### config.mk
export PLATFORM = sky130hd
export DESIGN_NAME = base64_stream_decoder_top
export DESIGN_NICKNAME = d
export VERILOG_FILES = /design/src/hw/rtl/b64d_pkg.sv /design/src/hw/rtl/b64d_decode.sv /design/src/hw/rtl/b64d_fifo.sv /design/src/hw/rtl/base64_stream_decoder_top.sv
export SDC_FILE = /design/constraint.sdc
export NUM_CORES = 1
export LEC_CHECK = 0
export BUFFER_PORTS_ARGS = -buffer_cell sky130_fd_sc_hd__buf_4
export CAP_MARGIN = 20
export CORE_UTILIZATION = 62
export CTS_CLUSTER_SIZE = 16
export DETAILED_ROUTE_END_ITERATION = 8
export GPL_TIMING_DRIVEN = 0
export PLACE_DENSITY = 0.79
export SYNTH_ARGS = -nofsm -noshare
export SYNTH_HDL_FRONTEND = slang
export SYNTH_SLANG_ARGS = --single-unit
### constraint.sdc
create_clock -name clk_i -period 5.7 [get_ports clk_i]
set_input_delay 1.71 -clock clk_i [delete_from_list [all_inputs] [get_ports clk_i]]
set_output_delay 1.71 -clock clk_i [all_outputs]
set_load 0.1 [all_outputs]
### src/hw/rtl/b64d_pkg.sv
// shared types and constants for the base64 stream decoder
package b64d_pkg;

  // result fifo geometry
  localparam int unsigned FifoDepth = 8;
  localparam int unsigned PtrW      = $clog2(FifoDepth);
  localparam int unsigned CntW      = $clog2(FifoDepth + 1);
  localparam int unsigned MaxPush   = 3;

  localparam logic [15:0] MaxOutReset = 16'hFFFF;

  // ascii codes of the alphabet bounds
  localparam logic [7:0] ChUpperA = 8'h41;
  localparam logic [7:0] ChUpperZ = 8'h5A;
  localparam logic [7:0] ChLowerA = 8'h61;
  localparam logic [7:0] ChLowerZ = 8'h7A;
  localparam logic [7:0] ChDigit0 = 8'h30;
  localparam logic [7:0] ChDigit9 = 8'h39;
  localparam logic [7:0] ChPlus   = 8'h2B;
  localparam logic [7:0] ChSlash  = 8'h2F;
  localparam logic [7:0] ChEquals = 8'h3D;

  localparam logic [5:0] SxLowerBase = 6'd26;
  localparam logic [5:0] SxDigitBase = 6'd52;
  localparam logic [5:0] SxPlus      = 6'd62;
  localparam logic [5:0] SxSlash     = 6'd63;

  // per-text decoding state
  typedef struct packed {
    logic [2:0][5:0] sextets;
    logic [1:0]      pos;
    logic            pad3;
    logic [15:0]     count;
    logic            discard;
  } dec_state_t;

  // one result item
  typedef struct packed {
    logic [15:0] out_count;
    logic        limit_hit;
    logic        stream_done;
    logic        last_of_run;
    logic        byte_valid;
    logic [7:0]  out_byte;
  } result_t;

endpackage

### src/hw/rtl/b64d_decode.sv
// next-state and result logic for one accepted character
module b64d_decode (
  input  logic [7:0]              in_char_i,
  input  logic                    end_i,
  input  logic [15:0]             max_i,
  input  b64d_pkg::dec_state_t    st_i,
  output b64d_pkg::dec_state_t    st_o,
  output b64d_pkg::result_t [2:0] res_o,
  output logic [1:0]              n_o
);

  logic       ok;
  logic [5:0] sx;
  logic       is_eq;
  logic [7:0] b0, b1, b2;
  logic [2:0][7:0] list;
  logic [1:0] ncand;
  logic       emit;
  logic       found;
  logic [1:0] hit_idx;
  logic [1:0] n;
  logic [2:0][15:0] cnt_k;
  b64d_pkg::dec_state_t st_nx;

  // sextet lookup
  always_comb begin
    ok = 1'b1;
    sx = '0;
    if (in_char_i >= b64d_pkg::ChUpperA && in_char_i <= b64d_pkg::ChUpperZ) begin
      sx = 6'(in_char_i - b64d_pkg::ChUpperA);
    end else if (in_char_i >= b64d_pkg::ChLowerA && in_char_i <= b64d_pkg::ChLowerZ) begin
      sx = 6'(in_char_i - b64d_pkg::ChLowerA) + b64d_pkg::SxLowerBase;
    end else if (in_char_i >= b64d_pkg::ChDigit0 && in_char_i <= b64d_pkg::ChDigit9) begin
      sx = 6'(in_char_i - b64d_pkg::ChDigit0) + b64d_pkg::SxDigitBase;
    end else if (in_char_i == b64d_pkg::ChPlus) begin
      sx = b64d_pkg::SxPlus;
    end else if (in_char_i == b64d_pkg::ChSlash || in_char_i == b64d_pkg::ChEquals) begin
      sx = b64d_pkg::SxSlash;
    end else begin
      ok = 1'b0;
    end
  end

  assign is_eq = (in_char_i == b64d_pkg::ChEquals);
  assign b0 = {st_i.sextets[0], st_i.sextets[1][5:4]};
  assign b1 = {st_i.sextets[1][3:0], st_i.sextets[2][5:2]};
  assign b2 = {st_i.sextets[2][1:0], sx};

  always_comb begin
    st_nx = st_i;
    emit  = 1'b0;
    ncand = '0;
    list  = '0;
    if (end_i) begin
      emit    = !st_i.discard;
      list[0] = b0;
      list[1] = b1;
      ncand   = 2'((st_i.pos >= 2'd2) ? 1 : 0)
              + 2'((st_i.pos == 2'd3 && !st_i.pad3) ? 1 : 0);
      st_nx   = '0;
    end else if (!st_i.discard && ok) begin
      if (st_i.pos != 2'd3) begin
        st_nx.sextets[st_i.pos] = sx;
        if (st_i.pos == 2'd2) begin
          st_nx.pad3 = is_eq;
        end
        st_nx.pos = st_i.pos + 2'd1;
      end else begin
        emit    = 1'b1;
        list[0] = b0;
        list[1] = st_i.pad3 ? b2 : b1;
        list[2] = b2;
        ncand   = 2'd1 + 2'(!st_i.pad3) + 2'(!is_eq);
        st_nx.pos  = '0;
        st_nx.pad3 = 1'b0;
      end
    end
  end

  // limit check on each candidate byte, first match wins
  always_comb begin
    found   = 1'b0;
    hit_idx = '0;
    for (int k = 0; k < 3; k++) begin
      cnt_k[k] = st_i.count + 16'(k + 1);
      if (!found && 2'(k) < ncand && cnt_k[k] == max_i) begin
        found   = 1'b1;
        hit_idx = 2'(k);
      end
    end
  end

  always_comb begin
    res_o = '0;
    n     = '0;
    st_o  = st_nx;
    if (emit) begin
      if (ncand == 2'd0) begin
        // flush with fewer than two sextets held: a bare end marker
        n = 2'd1;
        res_o[0].out_count   = st_i.count;
        res_o[0].last_of_run = 1'b1;
        res_o[0].stream_done = 1'b1;
      end else begin
        n = found ? hit_idx + 2'd1 : ncand;
        for (int k = 0; k < 3; k++) begin
          res_o[k].out_byte    = list[k];
          res_o[k].byte_valid  = 1'b1;
          res_o[k].out_count   = cnt_k[k];
          res_o[k].last_of_run = (2'(k) == n - 2'd1);
          res_o[k].stream_done = (2'(k) == n - 2'd1) && (end_i || found);
          res_o[k].limit_hit   = (2'(k) == n - 2'd1) && found;
        end
      end
    end
    if (emit && !end_i) begin
      st_o.count   = st_i.count + 16'(n);
      st_o.discard = found;
    end
  end

  assign n_o = n;

endmodule

### src/hw/rtl/b64d_fifo.sv
// result queue: up to three pushes and one pop per cycle
module b64d_fifo (
  input  logic                    clk_i,
  input  logic                    rst_ni,
  input  logic [1:0]              push_n_i,
  input  b64d_pkg::result_t [2:0] push_data_i,
  input  logic                    pop_i,
  output logic                    room_o,
  output logic                    not_empty_o,
  output b64d_pkg::result_t       head_o
);

  b64d_pkg::result_t mem_q [b64d_pkg::FifoDepth];
  logic [b64d_pkg::PtrW-1:0] wr_q, rd_q;
  logic [b64d_pkg::CntW-1:0] cnt_q, cnt_d;
  logic pop;

  assign not_empty_o = (cnt_q != '0);
  assign pop    = pop_i && not_empty_o;
  assign room_o = (cnt_q <= b64d_pkg::CntW'(b64d_pkg::FifoDepth - b64d_pkg::MaxPush));
  assign head_o = mem_q[rd_q];
  assign cnt_d  = cnt_q + b64d_pkg::CntW'(push_n_i) - b64d_pkg::CntW'(pop);

  always_ff @(posedge clk_i or negedge rst_ni) begin
    if (!rst_ni) begin
      wr_q  <= '0;
      rd_q  <= '0;
      cnt_q <= '0;
    end else begin
      wr_q  <= wr_q + b64d_pkg::PtrW'(push_n_i);
      rd_q  <= rd_q + b64d_pkg::PtrW'(pop);
      cnt_q <= cnt_d;
    end
  end

  always_ff @(posedge clk_i) begin
    for (int k = 0; k < 3; k++) begin
      if (2'(k) < push_n_i) begin
        mem_q[wr_q + b64d_pkg::PtrW'(k)] <= push_data_i[k];
      end
    end
  end

endmodule

### src/hw/rtl/base64_stream_decoder_top.sv
// top level of the streaming base64 decoder
//
//  channel  | dir | handshake                  | payload
//  ---------+-----+----------------------------+----------------------------------
//  s_axis   | in  | s_axis_tvalid/s_axis_tready| in_char, end_of_text (tlast)
//  m_axis   | out | m_axis_tvalid/m_axis_tready| out_byte, out_count, flags, tlast
//  cfg      | in  | cfg_valid_i/cfg_ready_o    | max_out_size
//
// one character is accepted per cycle; its results are computed in the same
// cycle and written into an 8-entry result queue, which sends one item a cycle
// a character makes 0 to 3 results, so tready drops while fewer than 3 queue
// slots are free; with the output never stalled the rate is 1 character/cycle
// reset clears the text state, empties the queue and sets max_out_size to 65535
// an output stall fills the queue and then holds off input; nothing is lost
module base64_stream_decoder_top (
  input  logic        clk_i,
  input  logic        rst_ni,
  // input characters
  input  logic        s_axis_tvalid,
  output logic        s_axis_tready,
  input  logic [7:0]  s_axis_tdata,   // [7:0] in_char
  input  logic        s_axis_tlast,   // end_of_text
  // decoded results
  output logic        m_axis_tvalid,
  input  logic        m_axis_tready,
  output logic [23:0] m_axis_tdata,   // [7:0] out_byte, [23:8] out_count
  output logic [2:0]  m_axis_tuser,   // [0] byte_valid, [1] stream_done, [2] limit_hit
  output logic        m_axis_tlast,   // last_of_run
  // configuration
  input  logic        cfg_valid_i,
  output logic        cfg_ready_o,
  input  logic [15:0] cfg_data_i      // max_out_size
);

  b64d_pkg::dec_state_t    st_q, st_d;
  b64d_pkg::result_t [2:0] res;
  b64d_pkg::result_t       head;
  logic [1:0]  n;
  logic [15:0] max_q;
  logic        accept;
  logic        room;

  // config taken any time; user must write it only while the block is idle (unchecked)
  assign cfg_ready_o = 1'b1;

  always_ff @(posedge clk_i or negedge rst_ni) begin
    if (!rst_ni) begin
      max_q <= b64d_pkg::MaxOutReset;
    end else if (cfg_valid_i) begin
      max_q <= cfg_data_i;
    end
  end

  assign s_axis_tready = room;
  assign accept        = s_axis_tvalid && room;

  b64d_decode u_decode (
    .in_char_i (s_axis_tdata),
    .end_i     (s_axis_tlast),
    .max_i     (max_q),
    .st_i      (st_q),
    .st_o      (st_d),
    .res_o     (res),
    .n_o       (n)
  );

  // text state moves only on an accepted item
  always_ff @(posedge clk_i or negedge rst_ni) begin
    if (!rst_ni) begin
      st_q <= '0;
    end else if (accept) begin
      st_q <= st_d;
    end
  end

  b64d_fifo u_fifo (
    .clk_i       (clk_i),
    .rst_ni      (rst_ni),
    .push_n_i    (accept ? n : 2'd0),
    .push_data_i (res),
    .pop_i       (m_axis_tready),
    .room_o      (room),
    .not_empty_o (m_axis_tvalid),
    .head_o      (head)
  );

  // unpack the queue head onto the output bus
  assign m_axis_tdata = {head.out_count, head.out_byte};
  assign m_axis_tuser = {head.limit_hit, head.stream_done, head.byte_valid};
  assign m_axis_tlast = head.last_of_run;

endmodule

==> results.md, run 1 <==
- The achievable frequency is 179.7 MHz.
- Global routing used 59.09% of the available met2 tracks.
- The mean post-synth cell area is 11.66 µm².
- The number of antenna violations at the first check in global routing came to 1.
- The number of diodes added for antenna fixing is 0.
- The count of distinct cell types in the synthesized netlist is between 90 and 100.
- The wire length of the first global-routing pass is around 90000 µm.
- The tool flagged a number of max-cap violations equal to 0.
- Global routing finished with a remaining overflow of 0.
- In the routed design, unresolved DRC markers number 2.
- The number of iterations in the first detailed-routing pass is 8.
- During synthesis, Yosys emitted a total of 0 warnings.
- The global-route usage over all layers is 37.48%.
- The clock root buffer is clkbuf_16.
- The clock skew is just over 0.02 ns.
- The area share of the largest cell type after synthesis is 33.71%.
- The via count of the first global-routing pass is around 15000.
- The congestion estimate from routability-driven global placement came to 0.9670.
- The total number of placement rows is 65.
- After global routing, the most crowded layer is met2.
- The met3 usage in global routing is 7.441%.
- The initial DRC count is 1936.
- In the synthesized netlist, the number of instances is 1712.
- The number of primary I/O pins is 61.
- The initial core utilization is a little over three fifths.
- At the end of the flow, the number of nets in the layout was 1891.
- Counting instances in the post-synthesis netlist gives the leading cell types as 370 x mux2i_1, 224 x edfxtp_1, 99 x nand2_1.
- The wire length per cell after detailed routing is 27.15 µm.
- The via density per instance is about 6.9.
- The cell area power density is 392.4 nW/µm².
- Setup violations remaining at the end of the flow were counted as 0.
- STA classifies the critical path startpoint as an input pin.
- The flow ran to the end, but the final reports show violations.
- The routed layout has around 15000 vias.
- Data on the critical path arrives at its endpoint at 5.81 ns.
- The final wirelength is slightly above 60000 µm.
- The flip-flop and latch count after synthesis is 288.
- Setup repair after global routing could not meet its margin everywhere.
- The tree built by TritonCTS fans out to 288 sinks.
- The total placed instance area is 21150 µm².
- The worst setup path is of the in -> reg kind.
- After routing the design area is 22220 µm².
- The placed wire-length estimate is about 43000 µm.
- The leading register cell type out of synthesis is edfxtp_1.
- The time the worst path needs with I/O delays and setup is 5.565 ns.
- The filler cells instantiated in the layout total around 2400.
- The post-synthesis net count is 1779.
- In this run the worst path has a maximum fanout of 10.
- In this run the worst hold path is classified as reg -> reg.
- Clock-pin slew was measured on the worst setup and hold paths at ~0.070 ns.
- TritonCTS built the clock tree.
- The die covers 32910 µm².
- Sequential elements use 41.84% of the synthesized area.
- Counting the buffers created by CTS gives 34.
- The met1 track demand over resource is 50.10%.
- IR analysis of the VDD net gives a maximum drop of approximately 0.00041 V.
- In the post-synthesis netlist, the biggest area contributors are edfxtp_1 34%, mux2i_1 19%, mux4_2 6.3%.
- The total of hold buffers inserted after clock tree synthesis is 0.
- The total leakage power is 9.803 nW.
- The maximum number of pins on one net before global-route repair is 65.
- The most used standard cell by instance count after synthesis is mux2i_1.
- The area growth from synthesis to layout is 11.37%.
- The netlist area before placement is about 20000 µm².
- Clock latency on the worst-skew pair, taken at its later pin, is 0.54 ns.
- Measured against its own limit, the worst slew margin works out to 26.50%.
- The data required time of the worst path is roughly 5.9 ns.
- After floorplanning, the core was sized to cover around 32000 µm².
- Adding up every negative setup slack in the final design gives 0 ns.
- The synthesized design contains 224 enable-type register cells.
- The placed cell count is 2190.
- The number of buffers inserted by port buffering is 58.
- The buffer levels on the longest clock path is 3.
- The hold violation count in the final report is 0.
- The final reports fail on design-rule violations.
- Post-CTS timing repair inserted 0 buffers for setup.
- The kind of end point of the critical path is a register.
- The chip height is between 150 and 200 µm.
- The H-tree level count is 2.
- The count of pins over their slew limit is 0.
- Across all hold checks on the routed design, the worst slack comes to about 0.51 ns.
- The final period utilization is a little over nine tenths.
- Measured along the x axis, the die boundary spans 181.4 µm.
- At the pin with the least slew margin, the transition time is 1.103 ns.
- The count of nets left with antenna violations once routing finished came out at 0.
- Leaving out filler cells and counting taps, the final layout contains between 2000 and 2500.
- The fraction of layout instances using a drive strength above 1 is 19.64%.
- The largest area contributor in the synthesized netlist is edfxtp_1.
- The proportion of register bits with asynchronous set or reset after synthesis is 22.22%.
placed cells by master (no fill, tap or decap), types with 9 or more instances in the layout:
cell,n
a21oi_1,63
and2_1,12
and3_1,18
buf_1,19
buf_2,26
buf_4,79
buf_6,29
buf_8,10
clkbuf_1,58
clkbuf_16,35
dfrtp_1,48
dfstp_2,16
edfxtp_1,224
ha_1,34
inv_1,41
mux2_2,44
mux2i_1,370
mux4_2,56
nand2_1,99
nand2b_1,15
nand3_1,41
nand4_1,19
nor2_1,82
nor3_1,32
o21ai_0,68
o22ai_1,11
o31ai_1,9
or3_1,21
or4_1,9
xnor2_1,42
xor2_1,39
power by group:
part | leakage, nW | internal (mW) | switching, mW
registers | 2.85 | 2.50 | 0.137
logic | 6.45 | 1.23 | 2.76
clock network | 0.501 | 1.19 | 0.899
metal layers:
metal  up-vias  routed length (µm)
li1       6702                   -
met5         -                  13
met1      7513               23540
met2      1023               28160
met4         2                2928
met3       211                6457
per-stage QoR:
stage	total power, mW	setup slack, ns	utilization, %
floorplan	5.612	0.06817	-
global placement	6.471	-1.961	66.06
detailed placement	6.599	-0.7132	66.85
CTS	8.672	0.2193	70.15
global route	8.987	-0.04909	70.25
finish	8.720	0.1349	70.25
worst paths after layout:
kind,endpoint,depth (start not counted),slack (ns),from
max,u_fifo.mem_q[5][18],16,0.13,s_axis_tdata[3]
min,st_q[25],2,0.51,st_q[25]
max reg2reg,u_fifo.mem_q[5][18],17,0.42,st_q[2]
min reg2reg,st_q[25],2,0.51,st_q[25]
max in group asynchronous,st_q[26],1,3.84,rst_ni
min in group asynchronous,st_q[11],1,1.28,rst_ni
state kept, by name, summed over array words and instances (netlist names):
name	cells
max_q	16
u_fifo.cnt_q	4
u_fifo.rd_q	3
u_fifo.mem_q	224
st_q	38
u_fifo.wr_q	3
cell type report:
cell class | count | area, µm² | share of cell area [%]
multi-input cells | 1242 | 10550 | 47.47
well taps | 402 | 503.0 | 2.263
clock buffers | 54 | 987.2 | 4.442
flip-flops and latches | 288 | 8348 | 37.56
clock inverters | 6 | 53.80 | 0.2421
inverters | 42 | 157.7 | 0.7094
plain buffers | 139 | 955.9 | 4.301
repair buffers | 77 | 669.4 | 3.012
logic make-up (layout without fill, tap and decap cells):
group	count (synthesis)	after routing	share of synthesized area [%]
muxes	470	470	27.36
and+or+nand+nor	412	412	11.39
DFF	288	288	41.84
AOI/OAI and AO/OA	239	239	7.619
buffers and inverters	182	318	5.593
xor gates and xnor gates	83	83	3.750
adders and majority gates	37	37	2.433
other	1	1	0.01879
worst max-delay path, stage by stage:
cell and delay [ns]:
buf_4 0.12, clkbuf_1 0.17, inv_1 0.13, ha_1 0.16
o21ai_0 0.10, a311oi_2 0.31, buf_2 0.25, a21o_1 0.21
a32oi_1 0.24, nor2_2 0.68, nand3_4 0.35, buf_6 0.29
o211ai_1 0.47, buf_6 0.26, buf_6 0.16, buf_4 0.17
timing repair:
action | CTS | global route
gates resized for setup | 2 | 3
cloned | 0 | 0
endpoints found under the setup margin | 105 | 33
(Power assumes the default switching activity.)
==> run 2: changes to the inputs <==
--- a/config.mk
+++ b/config.mk
@@ -7,11 +7,14 @@
 export LEC_CHECK = 0
 export BUFFER_PORTS_ARGS = -buffer_cell sky130_fd_sc_hd__buf_4
 export CAP_MARGIN = 20
-export CORE_UTILIZATION = 62
+export CELL_PAD_IN_SITES_DETAIL_PLACEMENT = 0
+export CELL_PAD_IN_SITES_GLOBAL_PLACEMENT = 1
+export CORE_UTILIZATION = 50
 export CTS_CLUSTER_SIZE = 16
 export DETAILED_ROUTE_END_ITERATION = 8
 export GPL_TIMING_DRIVEN = 0
-export PLACE_DENSITY = 0.79
+export PLACE_DENSITY_LB_ADDON = 0.1
 export SYNTH_ARGS = -nofsm -noshare
 export SYNTH_HDL_FRONTEND = slang
+export SYNTH_HIERARCHICAL = 1
 export SYNTH_SLANG_ARGS = --single-unit
==> run 2 against run 1 <==
Compared with the run above: the flow finishes with violations (negative setup slack); via count grew 42%; worst setup slack lost 0.24 ns; sequential power shrank 5%; global-route usage grew 6.2 points; total power grew 30%; cell count grew 37%; clock skew grew 0.015 ns; sequential share of layout area shrank 3.8 points; hold slack lost 0.013 ns; final area grew 11%; largest power group unchanged.
==> results.md, run 2 <==
- The run finished, with violations left.
- The checks that failed: negative setup slack.
- The H-tree level count is 2 (unchanged).
- The netlist area before placement is 21910 µm² (+9.8%).
- The routability-driven placement congestion ratio is 1.050 (+8.6%).
- The delay of the slowest critical-path stage is 0.61 ns (-0.07 ns).
- In the layout the commonest cells are 272 x nand2_1, 247 x nor3_1, 227 x a31oi_1.
- The area of the die is 44660 µm² (+36%).
- The largest registers in the layout are u_fifo/mem_q: 224 flops, st_q: 38 flops, max_q: 16 flops.
- The achievable frequency is 172.3 MHz (-4.1%).
- The hold violation count in the final report is 0 (unchanged).
- The maximum number of pins on one net before global-route repair is 65 (unchanged).
- The count of pins over their slew limit was 0 (unchanged).
- The number of antenna violations at the first check in global routing is 3 (+2).
- The post-synthesis net count came to 2437 (+37%).
- Setup repair after global routing could not meet its margin everywhere.
- The clock skew is 0.03609 ns (+0.01541 ns).
- The total placed instance area came to 23380 µm² (+11%).
- The flip-flop and latch count after synthesis was 288 (unchanged).
- The number of primary I/O pins was 61 (unchanged).
- The clock latency on the worst-skew pair was 0.57 ns (+0.03 ns).
- The number of setup violations in the final report came to 20 (+20).
- The number of filler cells placed in the layout was 3894 (+65%).
- The total number of placement rows is 76 (+17%).
- The final design area excluding fillers came to 24720 µm² (+11%).
- The register name with the most flops is u_fifo/mem_q.
- The mean post-synth cell area is 9.233 µm² (-21%).
- The clock root buffer is clkbuf_16.
- The wire length per cell after detailed routing is 31.76 µm (+17%).
- The setup slack after layout was -0.1027 ns (-0.2376 ns).
- The signal on the critical path passes through clkbuf_1 -> nand3_1 -> nor4_2 -> nor2_1 -> a2111oi_0 -> nand4_1 -> nor2_4 -> nor2_1 -> o31a_1 -> and3_2 -> nand3b_2 -> buf_2 -> clkbuf_1 -> nor3_1 -> a31oi_1.
- The overall die width is 211.3 µm (+17%).
- The fraction of layout instances using a drive strength above 1 is 18.91% (-0.74 points).
- The critical path's slowest cell is a2111oi_0.
- nand2_1 is the most common cell in the netlist.
- The wire length of the first global-routing pass came to 140500 µm (+51%).
- The number of buffers inserted by port buffering is 57 (-1.7%).
- The CTS buffer count came to 34 (unchanged).
- The via count was 21970 (+42%).
- The placed wire-length estimate is 70620 µm (+63%).
- The clock sink count is 288 (unchanged).
- The data required time of the worst path is 6.07 ns (+0.13 ns).
- STA classifies the critical path startpoint as a register.
- The cell area power density came to 459.9 nW/µm² (+17%).
- The count of max-cap constraint violations is 0 (unchanged).
- The normalized max-slew margin came to 24.80% (-1.7 points).
- The global-route usage over all layers is 43.66% (+6.2 points).
- The initial core utilization is 50.75% (-12 points).
- The most common cell after layout, fill and taps aside is nand2_1.
- The minimum setup slack after placement was -1.320 ns (-0.6064 ns).
- The maximum net fanout on the critical path is 10 (unchanged).
- The total core area came to 43170 µm² (+36%).
- The total leakage power is 8.222 nW (-16%).
- The final standard cell count with taps included and fillers excluded is 3092 (+37%).
- The kind of end point of the critical path is a register.
- The sequential area share after synthesis is 38.10% (-3.7 points).
- The class of the tightest hold or removal check is reg -> reg.
- The time the worst path needs with I/O delays and setup was 5.803 ns (+0.2376 ns).
- The critical path in this run is classified as reg -> reg.
- The initial DRC count is 3608 (+86%).
- The via density per instance is 7.106 (+3.5%).
- The number of flip-flops under the largest register name is 224 (unchanged).
- The count of distinct cell types in the synthesized netlist came to 95 (+4.4%).
- The chip height is 211.3 µm (+17%).
- The number of cells traversed by the worst hold path is 1 (-1).
- TritonCTS built the clock tree.
- The post-synthesis instance total came to 2373 (+39%).
- The placed cell count was 3024 (+38%).
- The commonest cells after synthesis are 272 x nand2_1, 247 x nor3_1, 228 x a31oi_1.
- The count of antenna-violating nets left after detailed routing is 0 (unchanged).
- The clock-pin slew reported for the worst setup and hold paths after clock tree synthesis is 0.06 ns (about the same).
- The worst vdd rail ir drop is 0.0004982 V (+20%).
- The number of synthesized flops with an enable pin is 224 (unchanged).
- The area share of the largest cell type after synthesis is 30.70% (-3.0 points).
- The proportion of register bits with asynchronous set or reset after synthesis was 22.22% (unchanged).
- The post-detailed-route DRC marker count is 0 (-2).
- The worst reg2reg path depth is 15 (-2).
- The number of iterations in the first detailed-routing pass is 9 (+1).
- The final wirelength is 98210 µm (+61%).
- After synthesis, the cell types taking the most area are edfxtp_1 31%, a31oi_1 6.5%, mux4_2 5.8%.
- The leftover overflow at the end of global routing is 0 (unchanged).
- The area added between synthesis and finish is 12.83%.
- The buffer levels on the longest clock path was 3 (unchanged).
- The data arrival at the endpoint of the critical path came to 6.17 ns (+0.36 ns).
- The final period utilization is 101.8% (+4.2 points).
- The most used flip-flop cell after synthesis is edfxtp_1.
- The summed negative setup slack over all endpoints is -0.5299 ns (-0.5299 ns).
- The slew of the pin with the lowest slew margin is 1.121 ns (+0.01870 ns).
- The total number of yosys warnings is 6 (+6).
- The largest area contributor in the synthesized netlist is edfxtp_1.
- The number of diodes added for antenna fixing is 0 (unchanged).
- The final-stage net count is 2546 (+35%).
- The via count of the first global-routing pass is 20990 (+36%).
[run 2: final timing paths]
kind                           from            endpoint  slack (ns)
setup / recovery            st_q[2]  u_fifo/mem_q[2][8]       -0.10
hold / removal             st_q[15]            st_q[15]        0.50
setup reg to reg            st_q[2]  u_fifo/mem_q[2][8]       -0.10
hold reg to reg            st_q[15]            st_q[15]        0.50
max in group asynchronous    rst_ni            st_q[30]        3.85
min in group asynchronous    rst_ni             st_q[5]        1.26
[run 2: kinds of logic after synthesis]
family / share of synthesized area, %
compound gates: 16.06
xor+xnor: 3.632
fa+ha+maj: 2.090
buf+inv: 6.681
flops: 38.10
mux: 11.45
other cells: 0.01711
simple gates: 21.97
[run 2: cell type report]
type / instances / area (µm²) / share of cell area [%]
sequential: 288 / 8348 / 33.77
tap: 585 / 732.0 / 2.961
timing repair buffer: 74 / 768.2 / 3.108
multi-input combinational: 1764 / 12290 / 49.72
inverter: 39 / 150.1 / 0.6073
clock buffer: 40 / 894.6 / 3.619
buffer: 281 / 1341 / 5.426
clock inverter: 21 / 196.4 / 0.7946
[run 2: repair_timing]
action                                  CTS  global route
hold buffers                              0             0
pin swaps                                 7             0
endpoints found under the setup margin  457           164
buffers inserted                          8             0
resized for setup                        10            46
hold endpoints to repair                  0             0
[run 2: critical path: cells and delay by family (launching register included)]
kind,cells,cell delay (ns)
AO/OA/AOI/OAI,3,1.22
flip-flops,1,0.46
AND/OR/NAND/NOR,9,2.60
buffers and inverters,3,1.34
[run 2: stage by stage]
| step | hold WS (ns) | utilization (%) | power, mW |
|---|---|---|---|
| final | 0.5014 | 57.26 | 11.37 |
| after floorplan | 0.4739 | - | 6.613 |
| after global placement | 0.4826 | 53.52 | 8.725 |
| after detailed placement | 0.4946 | 54.16 | 8.867 |
| after CTS | 0.5071 | 57.07 | 11.06 |
| after global routing | 0.5225 | 57.26 | 11.46 |
[run 2: per-layer routing]
layer / global-route usage [%] / share of wire [%] / vias up / wire length [µm]
li1: - / - / 9169 / -
met1: 54.98 / 36 / 10400 / 35590
met2: 64.60 / 42 / 1895 / 41740
met3: 14.83 / 14 / 503 / 13780
met4: 26.49 / 7.2 / 4 / 7072
met5: 0.2225 / 0.027 / - / 27
[run 2: power breakdown]
| group | switching [mW] | internal [mW] |
|---|---|---|
| registers | 0.100 | 2.42 |
| clock network | 0.926 | 1.27 |
| logic | 5.03 | 1.62 |
| total | 6.06 | 5.31 |
